**src/rtl/mspi_pkg.sv**
```systemverilog
// ----------------------------------------------------------------------------
// mspi_pkg
// Shared widths, register indexes and reset values of the multi-axis speed PI loop.
// ----------------------------------------------------------------------------
package mspi_pkg;

   localparam int AXIS_W     = 3;
   localparam int ERR_W      = 24;
   localparam int OUT_W      = 27;
   localparam int AXES_DEF   = 8;

   localparam int CSR_IDX_W  = 3;
   localparam int CSR_DATA_W = 32;

   localparam int PROP_W     = 25;
   localparam int INTEG_W    = 32;
   localparam int INERTIA_W  = 16;

   localparam int GAIN_SHIFT = 24;

   typedef enum logic [CSR_IDX_W-1:0] {
      CSR_PROP_GAIN    = 3'd0,
      CSR_INTEG_GAIN   = 3'd1,
      CSR_INERTIA_GAIN = 3'd2,
      CSR_OUT_MAX      = 3'd3,
      CSR_OUT_MIN      = 3'd4
   } csr_index_type;

   localparam logic [PROP_W-1:0]    PROP_RST    = PROP_W'(6000000);
   localparam logic [INTEG_W-1:0]   INTEG_RST   = '0;
   localparam logic [INERTIA_W-1:0] INERTIA_RST = INERTIA_W'(1);
   localparam logic [OUT_W-1:0]     OUT_MAX_RST = OUT_W'(33554432);
   localparam logic [OUT_W-1:0]     OUT_MIN_RST = OUT_W'(-33554432);

endpackage

```
**src/rtl/mspi_req_if.sv**
```systemverilog
// ----------------------------------------------------------------------------
// mspi_req_if
// Request channel: axis index and speed error.
// ----------------------------------------------------------------------------
interface mspi_req_if;
   logic                               valid;
   logic                               ready;
   logic [mspi_pkg::AXIS_W-1:0]        axis;
   logic signed [mspi_pkg::ERR_W-1:0]  speed_error;

   modport source (output valid, axis, speed_error, input ready);
   modport sink   (input valid, axis, speed_error, output ready);
endinterface

```
**src/rtl/mspi_rsp_if.sv**
```systemverilog
// ----------------------------------------------------------------------------
// mspi_rsp_if
// Response channel: clamped drive value and integrator.
// ----------------------------------------------------------------------------
interface mspi_rsp_if;
   logic                               valid;
   logic                               ready;
   logic signed [mspi_pkg::OUT_W-1:0]  drive_out;
   logic signed [mspi_pkg::OUT_W-1:0]  integral_now;

   modport source (output valid, drive_out, integral_now, input ready);
   modport sink   (input valid, drive_out, integral_now, output ready);
endinterface

```
**src/rtl/mspi_csr_if.sv**
```systemverilog
// ----------------------------------------------------------------------------
// mspi_csr_if
// Register write channel: register index and write data.
// ----------------------------------------------------------------------------
interface mspi_csr_if;
   logic                                valid;
   logic                                ready;
   logic [mspi_pkg::CSR_IDX_W-1:0]      index;
   logic [mspi_pkg::CSR_DATA_W-1:0]     wdata;

   modport source (output valid, index, wdata, input ready);
   modport sink   (input valid, index, wdata, output ready);
endinterface

```
**src/rtl/multi_axis_speed_pi_loop.sv**
```systemverilog
// ----------------------------------------------------------------------------
// multi_axis_speed_pi_loop
// Fixed-point PI speed regulator shared by several axes, one integrator each.
// ----------------------------------------------------------------------------
// One request runs from acceptance to a valid response as follows: one 32x16
// multiplier is reused for error times inertia and then for three partial
// products per gain, followed by a term, an integrator and a drive step.
// The request channel is ready again in the same cycle as the response becomes
// valid, so a new request is taken only after the last one has finished. A finished
// response waits in the output register while the next request is taken; that
// request then holds at its drive step until the output register is free.
// Register writes are accepted in every cycle and must be made while the
// block is idle. Axis indexes at or above AXES wrap modulo AXES.
// ----------------------------------------------------------------------------
module multi_axis_speed_pi_loop #(
   parameter int AXES = mspi_pkg::AXES_DEF
) (
   input  logic        clock,
   input  logic        reset,
   mspi_req_if.sink    req_ch,
   mspi_rsp_if.source  rsp_ch,
   mspi_csr_if.sink    csr_ch
);

   localparam int AXIDX_W   = (AXES > 1) ? $clog2(AXES) : 1;
   localparam int OUT_W     = mspi_pkg::OUT_W;
   localparam int MUL_A_W   = 32;
   localparam int CHUNK_W   = 16;
   localparam int PROD_W    = MUL_A_W + CHUNK_W;
   localparam int MAG_W     = 3 * CHUNK_W;
   localparam int ACC_W     = MAG_W + MUL_A_W;
   localparam int TMAG_W    = 29;
   localparam int TERM_W    = TMAG_W + 1;
   localparam int SUM_W     = TERM_W + 1;
   localparam logic [ACC_W-1:0] TERM_LIM = ACC_W'(1) << (TMAG_W - 1);
   localparam logic [ACC_W-1:0] REM_MASK =
      (ACC_W'(1) << mspi_pkg::GAIN_SHIFT) - ACC_W'(1);

   typedef enum logic [6:0] {
      S_IDLE  = 7'b0000001,
      S_MAG   = 7'b0000010,
      S_MUL   = 7'b0000100,
      S_TERM  = 7'b0001000,
      S_ACC   = 7'b0010000,
      S_DRIVE = 7'b0100000,
      S_HOLD  = 7'b1000000
   } state_type;

   function automatic logic [AXIDX_W-1:0] axis_wrap(input logic [mspi_pkg::AXIS_W-1:0] a);
      logic [6:0] v;
      v = 7'(a);
      for (int i = 0; i < 8; i++) begin
         if (v >= 7'(AXES)) begin
            v = v - 7'(AXES);
         end
      end
      return AXIDX_W'(v);
   endfunction

   function automatic logic signed [OUT_W-1:0] clamp(
      input logic signed [SUM_W-1:0] v,
      input logic signed [OUT_W-1:0] hi,
      input logic signed [OUT_W-1:0] lo
   );
      logic signed [SUM_W-1:0] r;
      r = v;
      if (r > SUM_W'(hi)) begin
         r = SUM_W'(hi);
      end
      if (r < SUM_W'(lo)) begin
         r = SUM_W'(lo);
      end
      return r[OUT_W-1:0];
   endfunction

   // state and config
   state_type state_ff, state_in;
   logic [1:0]                            cnt_ff, cnt_in;
   logic                                  phase_ff, phase_in;
   logic                                  rsp_valid_ff, rsp_valid_in;
   logic [AXES-1:0]                       vld_ff, vld_in;
   logic [mspi_pkg::PROP_W-1:0]           prop_ff;
   logic [mspi_pkg::INTEG_W-1:0]          integ_ff;
   logic [mspi_pkg::INERTIA_W-1:0]        inertia_ff;
   logic signed [OUT_W-1:0]               max_ff, min_ff;

   // datapath
   logic [AXIDX_W-1:0]                    axis_ff, axis_in;
   logic                                  neg_ff, neg_in;
   logic [mspi_pkg::ERR_W-1:0]            emag_ff, emag_in;
   logic [MAG_W-1:0]                      mag_ff, mag_in;
   logic [ACC_W-1:0]                      acc_ff, acc_in;
   logic signed [TERM_W-1:0]              pterm_ff, pterm_in;
   logic signed [TERM_W-1:0]              iterm_ff, iterm_in;
   logic signed [OUT_W-1:0]               integ_rd_ff;
   logic                                  integ_ok_ff;
   logic signed [OUT_W-1:0]               acc_val_ff, acc_val_in;
   logic signed [OUT_W-1:0]               drive_ff, drive_in;
   logic signed [OUT_W-1:0]               integ_out_ff, integ_out_in;
   logic signed [OUT_W-1:0]               integ_mem [AXES];

   // shared multiplier
   logic [MUL_A_W-1:0]                    mul_a;
   logic [CHUNK_W-1:0]                    mul_b;
   logic [PROD_W-1:0]                     mul_p;

   logic [ACC_W-1:0]                      q;
   logic                                  rem_nz;
   logic [TMAG_W-1:0]                     tmag;
   logic signed [TERM_W-1:0]              term;
   logic signed [OUT_W-1:0]               integ_cur;
   logic                                  req_fire;
   logic                                  out_free;

   assign req_ch.ready        = (state_ff == S_IDLE);
   assign req_fire            = req_ch.valid && req_ch.ready;
   assign csr_ch.ready        = 1'b1;
   assign out_free            = !rsp_valid_ff || rsp_ch.ready;
   assign rsp_ch.valid        = rsp_valid_ff;
   assign rsp_ch.drive_out    = drive_ff;
   assign rsp_ch.integral_now = integ_out_ff;

   always_comb begin
      if (state_ff == S_MAG) begin
         mul_a = MUL_A_W'(emag_ff);
         mul_b = inertia_ff;
      end else begin
         mul_a = phase_ff ? integ_ff : MUL_A_W'(prop_ff);
         mul_b = mag_ff[CHUNK_W*cnt_ff +: CHUNK_W];
      end
      mul_p = PROD_W'(mul_a) * PROD_W'(mul_b);
   end

   always_comb begin
      q      = acc_ff >> mspi_pkg::GAIN_SHIFT;
      rem_nz = |(acc_ff & REM_MASK);
      tmag   = (q > TERM_LIM) ? TMAG_W'(TERM_LIM) : q[TMAG_W-1:0];
      if (neg_ff) begin
         term = -$signed({1'b0, tmag + TMAG_W'(rem_nz)});
      end else begin
         term = $signed({1'b0, tmag});
      end
      integ_cur = integ_ok_ff ? integ_rd_ff : '0;
   end

   always_comb begin
      state_in     = state_ff;
      cnt_in       = cnt_ff;
      phase_in     = phase_ff;
      rsp_valid_in = rsp_valid_ff;
      vld_in       = vld_ff;
      axis_in      = axis_ff;
      neg_in       = neg_ff;
      emag_in      = emag_ff;
      mag_in       = mag_ff;
      acc_in       = acc_ff;
      pterm_in     = pterm_ff;
      iterm_in     = iterm_ff;
      acc_val_in   = acc_val_ff;
      drive_in     = drive_ff;
      integ_out_in = integ_out_ff;

      if (rsp_valid_ff && rsp_ch.ready) begin
         rsp_valid_in = 1'b0;
      end

      case (state_ff)
         S_IDLE: begin
            if (req_fire) begin
               axis_in  = axis_wrap(req_ch.axis);
               neg_in   = req_ch.speed_error[mspi_pkg::ERR_W-1];
               emag_in  = neg_in ? -req_ch.speed_error : req_ch.speed_error;
               state_in = S_MAG;
            end
         end
         S_MAG: begin
            mag_in   = MAG_W'(mul_p);
            acc_in   = '0;
            cnt_in   = '0;
            phase_in = 1'b0;
            state_in = S_MUL;
         end
         S_MUL: begin
            acc_in = acc_ff + (ACC_W'(mul_p) << (CHUNK_W * cnt_ff));
            cnt_in = cnt_ff + 2'd1;
            if (cnt_ff == 2'd2) begin
               state_in = S_TERM;
            end
         end
         S_TERM: begin
            cnt_in = '0;
            acc_in = '0;
            if (!phase_ff) begin
               pterm_in = term;
               phase_in = 1'b1;
               state_in = S_MUL;
            end else begin
               iterm_in = term;
               state_in = S_ACC;
            end
         end
         S_ACC: begin
            acc_val_in = clamp(SUM_W'(integ_cur) + SUM_W'(iterm_ff), max_ff, min_ff);
            vld_in[axis_ff] = 1'b1;
            state_in = S_DRIVE;
         end
         S_DRIVE: begin
            if (out_free) begin
               drive_in     = clamp(SUM_W'(pterm_ff) + SUM_W'(acc_val_ff), max_ff, min_ff);
               integ_out_in = acc_val_ff;
               state_in     = S_HOLD;
            end
         end
         S_HOLD: begin
            if (out_free) begin
               rsp_valid_in = 1'b1;
               state_in     = S_IDLE;
            end
         end
         default: begin
            state_in = S_IDLE;
         end
      endcase
   end

   always_ff @(posedge clock) begin
      if (reset) begin
         state_ff     <= S_IDLE;
         cnt_ff       <= '0;
         phase_ff     <= 1'b0;
         rsp_valid_ff <= 1'b0;
         vld_ff       <= '0;
         prop_ff      <= mspi_pkg::PROP_RST;
         integ_ff     <= mspi_pkg::INTEG_RST;
         inertia_ff   <= mspi_pkg::INERTIA_RST;
         max_ff       <= mspi_pkg::OUT_MAX_RST;
         min_ff       <= mspi_pkg::OUT_MIN_RST;
      end else begin
         state_ff     <= state_in;
         cnt_ff       <= cnt_in;
         phase_ff     <= phase_in;
         rsp_valid_ff <= rsp_valid_in;
         vld_ff       <= vld_in;
         if (csr_ch.valid && csr_ch.ready) begin
            case (csr_ch.index)
               mspi_pkg::CSR_PROP_GAIN:    prop_ff    <= csr_ch.wdata[mspi_pkg::PROP_W-1:0];
               mspi_pkg::CSR_INTEG_GAIN:   integ_ff   <= csr_ch.wdata[mspi_pkg::INTEG_W-1:0];
               mspi_pkg::CSR_INERTIA_GAIN: inertia_ff <= csr_ch.wdata[mspi_pkg::INERTIA_W-1:0];
               mspi_pkg::CSR_OUT_MAX:      max_ff     <= csr_ch.wdata[OUT_W-1:0];
               mspi_pkg::CSR_OUT_MIN:      min_ff     <= csr_ch.wdata[OUT_W-1:0];
               default: begin
               end
            endcase
         end
      end
   end

   always_ff @(posedge clock) begin
      axis_ff      <= axis_in;
      neg_ff       <= neg_in;
      emag_ff      <= emag_in;
      mag_ff       <= mag_in;
      acc_ff       <= acc_in;
      pterm_ff     <= pterm_in;
      iterm_ff     <= iterm_in;
      acc_val_ff   <= acc_val_in;
      drive_ff     <= drive_in;
      integ_out_ff <= integ_out_in;
   end

   // integrator store: registered read during the first multiply, write after clamp
   always_ff @(posedge clock) begin
      if (state_ff == S_MAG) begin
         integ_rd_ff <= integ_mem[axis_ff];
         integ_ok_ff <= vld_ff[axis_ff];
      end
      if (state_ff == S_ACC) begin
         integ_mem[axis_ff] <= acc_val_in;
      end
   end

endmodule
```
**src/flat_wrapper.sv**
```systemverilog
// flat-port wrapper written by rule: the top's interface ports become plain ports
module multi_axis_speed_pi_loop_flat 
#(
   parameter int AXES = mspi_pkg::AXES_DEF
)
  (clock, reset, req_ch_valid, req_ch_axis, req_ch_speed_error, req_ch_ready, rsp_ch_valid, rsp_ch_drive_out, rsp_ch_integral_now, rsp_ch_ready, csr_ch_valid, csr_ch_index, csr_ch_wdata, csr_ch_ready);
  mspi_req_if req_ch_i ();
  mspi_rsp_if rsp_ch_i ();
  mspi_csr_if csr_ch_i ();
  input  logic clock;
  input  logic reset;
  input wire logic [$bits(req_ch_i.valid)-1:0] req_ch_valid;
  input wire logic [$bits(req_ch_i.axis)-1:0] req_ch_axis;
  input wire logic [$bits(req_ch_i.speed_error)-1:0] req_ch_speed_error;
  output wire logic [$bits(req_ch_i.ready)-1:0] req_ch_ready;
  output wire logic [$bits(rsp_ch_i.valid)-1:0] rsp_ch_valid;
  output wire logic [$bits(rsp_ch_i.drive_out)-1:0] rsp_ch_drive_out;
  output wire logic [$bits(rsp_ch_i.integral_now)-1:0] rsp_ch_integral_now;
  input wire logic [$bits(rsp_ch_i.ready)-1:0] rsp_ch_ready;
  input wire logic [$bits(csr_ch_i.valid)-1:0] csr_ch_valid;
  input wire logic [$bits(csr_ch_i.index)-1:0] csr_ch_index;
  input wire logic [$bits(csr_ch_i.wdata)-1:0] csr_ch_wdata;
  output wire logic [$bits(csr_ch_i.ready)-1:0] csr_ch_ready;
  assign req_ch_i.valid = req_ch_valid;
  assign req_ch_i.axis = req_ch_axis;
  assign req_ch_i.speed_error = req_ch_speed_error;
  assign req_ch_ready = req_ch_i.ready;
  assign rsp_ch_valid = rsp_ch_i.valid;
  assign rsp_ch_drive_out = rsp_ch_i.drive_out;
  assign rsp_ch_integral_now = rsp_ch_i.integral_now;
  assign rsp_ch_i.ready = rsp_ch_ready;
  assign csr_ch_i.valid = csr_ch_valid;
  assign csr_ch_i.index = csr_ch_index;
  assign csr_ch_i.wdata = csr_ch_wdata;
  assign csr_ch_ready = csr_ch_i.ready;
  multi_axis_speed_pi_loop #(.AXES(AXES)) u_core (.clock(clock), .reset(reset), .req_ch(req_ch_i), .rsp_ch(rsp_ch_i), .csr_ch(csr_ch_i));
endmodule
```
**config.mk**
```make
export PLATFORM = sky130hd
export DESIGN_NAME = multi_axis_speed_pi_loop_flat
export DESIGN_NICKNAME = d
export VERILOG_FILES = /design/src/rtl/mspi_pkg.sv /design/src/rtl/mspi_req_if.sv /design/src/rtl/mspi_rsp_if.sv /design/src/rtl/mspi_csr_if.sv /design/src/rtl/multi_axis_speed_pi_loop.sv /design/src/flat_wrapper.sv
export SDC_FILE = /design/constraint.sdc
export NUM_CORES = 2
export LEC_CHECK = 0
export ABC_AREA = 1
export BUFFER_PORTS_ARGS = -buffer_cell sky130_fd_sc_hd__buf_2
export CORE_MARGIN = 5
export CORE_UTILIZATION = 59
export DETAILED_ROUTE_END_ITERATION = 7
export GPL_ROUTABILITY_DRIVEN = 0
export PLACE_DENSITY_LB_ADDON = 0.1
export SYNTH_ARGS = -nofsm -noshare
export SYNTH_HDL_FRONTEND = slang
export SYNTH_SLANG_ARGS = --single-unit
```
**constraint.sdc**
```tcl
create_clock -name clock -period 12.8 [get_ports clock]
set_input_delay 1.28 -clock clock [delete_from_list [all_inputs] [get_ports clock]]
set_output_delay 1.28 -clock clock [all_outputs]
set_load 0.1 [all_outputs]
```
==> results.cfg <==
[grt]
grt_pass1_vias = 49000
gr-total-overflow = 0
grt_pass1_wl_um = 282000
grt.total_usage_pct = 35.1
antenna_found_initial = 3
grt_max_degree = 126

[floorplan]
fp.dieH_um = 323
die_w_um = 323
fp.dieArea_um2 = 105000
io_pins = 124
num_rows = 115
initial_core_util_pct = 59.2
core_area_um2 = 98000

[drt]
wl_met3_um = 18500
drt-initial-drc-count = 5641
top_layer = met5
wl_met1_um = 70500
dr_total_vias = 50600
drt_pass1_iterations = 8
drc = 2
drt-total-wl_um = 185000
wire_per_inst_um = 21.5
wl_met2_um = 83500
drtAntennaViolNets = 0
vias_per_cell = 5.89

[clock_network]
cts_buffers = 75
clock_latency_ns = 0.70
cts.path.max_buffers = 3
h-tree-depth = 3
cts_sinks = 687
cts_setup_buffers = 0
cts_tree = done
cts_hold_buf = 0
cts_resized = 0
cts.clk_slew.worst_paths_ns = 0.06
cts_root_buffer = clkbuf_16

[worst_setup_path]
arrival_ns = 12.52
reg2reg_to = u_core.acc_ff[79]
end_kind = flip-flop
reg2reg_from = u_core.cnt_ff[1]
rrSetupSlack_ns = 0.71
cp_slowest_cell = dfxtp_2
start_kind = flip-flop
crit_top_cell = inv_1
cpPeakStageDelay_ns = 0.93
critical_path_required_ns = 13.23
path_max_fanout = 52
reg2reg_depth = 43
crit_type = flip-flop to flip-flop

[job]
max-cap-violations = 0

[worst_hold_path]
worstHoldStart = u_core.prop_ff[10]
worst_hold_path_type = flip-flop to flip-flop
hold_depth = 2
min_to = u_core.prop_ff[10]

[sta]
hold_viol_final = 0
rsz0062_at_grt = no
relSlewSlack_pct = 18.8
worst_pin_slew_ns = 1.21
fin_crit_sh_pct = 94.4
drv_slew = 0
finalSetupTns_ns = 0
final-setup-viol-count = 0
period_minus_slack_ns = 12.09
max_freq_ghz = 0.0827
fin_skew_ns = 0.0858

[logic_synthesis]
ys_async_sr_fraction_pct = 0
synth-edff-count = 514
synthFlopType = edfxtp_1
seq_area_frac_synth_pct = 32.6
syn_inst = 7174
ys.warnings.count = 0
syn_area_um2 = 58000
synth_nets = 8048
ys_types = 62
yosys_register_bits = 687
synth.avg_cell_area_um2 = 8.08

[cells_and_area]
nets = 8109
area_growth_pct = 8.10
fillCellCount = 8557
drive_above_1_share_pct = 7.17

[status]
outcome = finished, violations left
failed_checks = design-rule violations

[placed_design]
io_buffers = 122
dp_hpwl_um = 141000
==> worst max path at each step <==
stage | start | end | slack (ns) | depth (start not counted)
global placement | u_core.state_ff[6] | u_core.acc_ff[79] | 1.22 | 42
finish | u_core.cnt_ff[1] | u_core.acc_ff[79] | 0.71 | 43
CTS | u_core.state_ff[6] | u_core.acc_ff[79] | 1.15 | 42
detailed placement | u_core.state_ff[6] | u_core.acc_ff[79] | 1.21 | 42
floorplan | u_core.state_ff[6] | u_core.acc_ff[79] | 1.51 | 46
global route | u_core.state_ff[6] | u_core.acc_ff[79] | 0.21 | 42
==> routing by layer <==
| layer | GRT usage (%) | vias up |
|---|---|---|
| met2 | 56.4 | 2661 |
| met4 | 18.7 | 2 |
| met3 | 7.33 | 604 |
| met1 | 44.9 | 23900 |
| li1 | - | 23400 |
| met5 | 0 | - |
==> final cells by class <==
cell class / count / area [um^2] / area share [%]
repair buffers: 201 / 1200 / 1.92
well taps: 1287 / 1610 / 2.57
inverters: 1210 / 4550 / 7.25
diodes: 2 / 5.00 / 0.00799
clock inverters: 51 / 644 / 1.03
multi-input cells: 5060 / 33800 / 54.0
clock buffers: 89 / 1940 / 3.09
flip-flops and latches: 687 / 18900 / 30.2
==> stage by stage <==
stage	util (%)	cell area (um^2)	hold WS (ns)	setup slack, ns	instances
5_1_grt	63.9	62700	0.477	0.210	8585
2_1_floorplan	-	58000	0.425	1.51	7174
3_3_place_gp	61.3	60100	0.438	1.22	8445
4_1_cts	63.9	62700	0.457	1.15	8585
3_5_place_dp	61.3	60100	0.444	1.21	8445
6_report	64.0	62700	0.455	0.711	8587
==> registers in the layout, indices dropped and copies added, names as in the netlist, 24 cells and up <==
register / cells
u_core.acc_ff: 80
u_core.acc_val_ff: 27
u_core.emag_ff: 24
u_core.integ_ff: 32
u_core.integ_mem: 216
u_core.integ_rd_ff: 27
u_core.iterm_ff: 30
u_core.mag_ff: 48
u_core.max_ff: 27
u_core.min_ff: 27
u_core.prop_ff: 25
u_core.pterm_ff: 30
u_core.rsp_ch.drive_out: 27
u_core.rsp_ch.integral_now: 27
==> Yosys cell counts, types with 4 or more instances <==
master	instances	area share (%)
a211oi_1	12	0.16
a21boi_0	6	0.078
a21o_1	22	0.28
a21oi_1	422	3.6
a221oi_1	28	0.42
a22o_1	22	0.33
a22oi_1	36	0.47
a31oi_1	67	0.72
buf_1	17	0.11
buf_2	11	0.095
clkbuf_1	184	1.2
clkinv_1	16	0.10
dfxtp_1	173	6.0
edfxtp_1	514	27
fa_1	421	15
ha_1	386	8.3
inv_1	1174	7.6
inv_2	20	0.13
nand2_1	1383	9.0
nand2_2	10	0.11
nand3_1	353	3.0
nand3_2	16	0.28
nand3b_1	6	0.078
nand4_1	75	0.81
nor2_1	869	5.6
nor2_2	30	0.32
nor2_4	14	0.27
nor3_1	66	0.57
nor4_1	26	0.28
o211ai_1	36	0.47
o21a_1	37	0.48
o21ai_0	375	3.2
o21ai_1	42	0.36
o21bai_1	8	0.10
o221ai_1	16	0.24
o22ai_1	4	0.043
o31ai_1	5	0.065
or2_1	11	0.12
or2_2	70	0.76
xnor2_1	42	0.63
xor2_1	116	1.8
==> worst max-delay path: cells and delay by family, from the launching register on <==
kind	cells	cell delay [ns]
flip-flops	1	0.93
AO/OA/AOI/OAI	9	1.63
adder cells (fa/ha/maj)	8	4.06
XOR/XNOR	1	0.16
buffers and inverters	10	2.04
AND/OR/NAND/NOR	15	2.99
==> cell families after synthesis <==
family	after synthesis	synth area share, %
AO/OA/AOI/OAI	1149	11.3
XOR/XNOR	160	2.44
adder cells (fa/ha/maj)	807	22.9
buffers and inverters	1427	9.33
flip-flops	687	32.6
multiplexers	1	0.0173
other	1	0.00647
AND/OR/NAND/NOR	2942	21.5
==> layout by cell type, fill, tap and decap left out, types with 37 or more instances in the layout <==
cell type  count
nand2_1     1382
inv_1       1169
nor2_1       861
edfxtp_1     514
a21oi_1      422
fa_1         421
ha_1         386
o21ai_0      373
nand3_1      353
dfxtp_1      172
buf_2        122
xor2_1       116
buf_4         79
nand4_1       75
clkbuf_16     75
or2_2         70
a31oi_1       67
nor3_1        57
xnor2_1       42
o21a_1        37
Power is left out: the tool's default activity adds up to more than one toggle a clock period on the data nets, which glitch-free logic cannot reach.
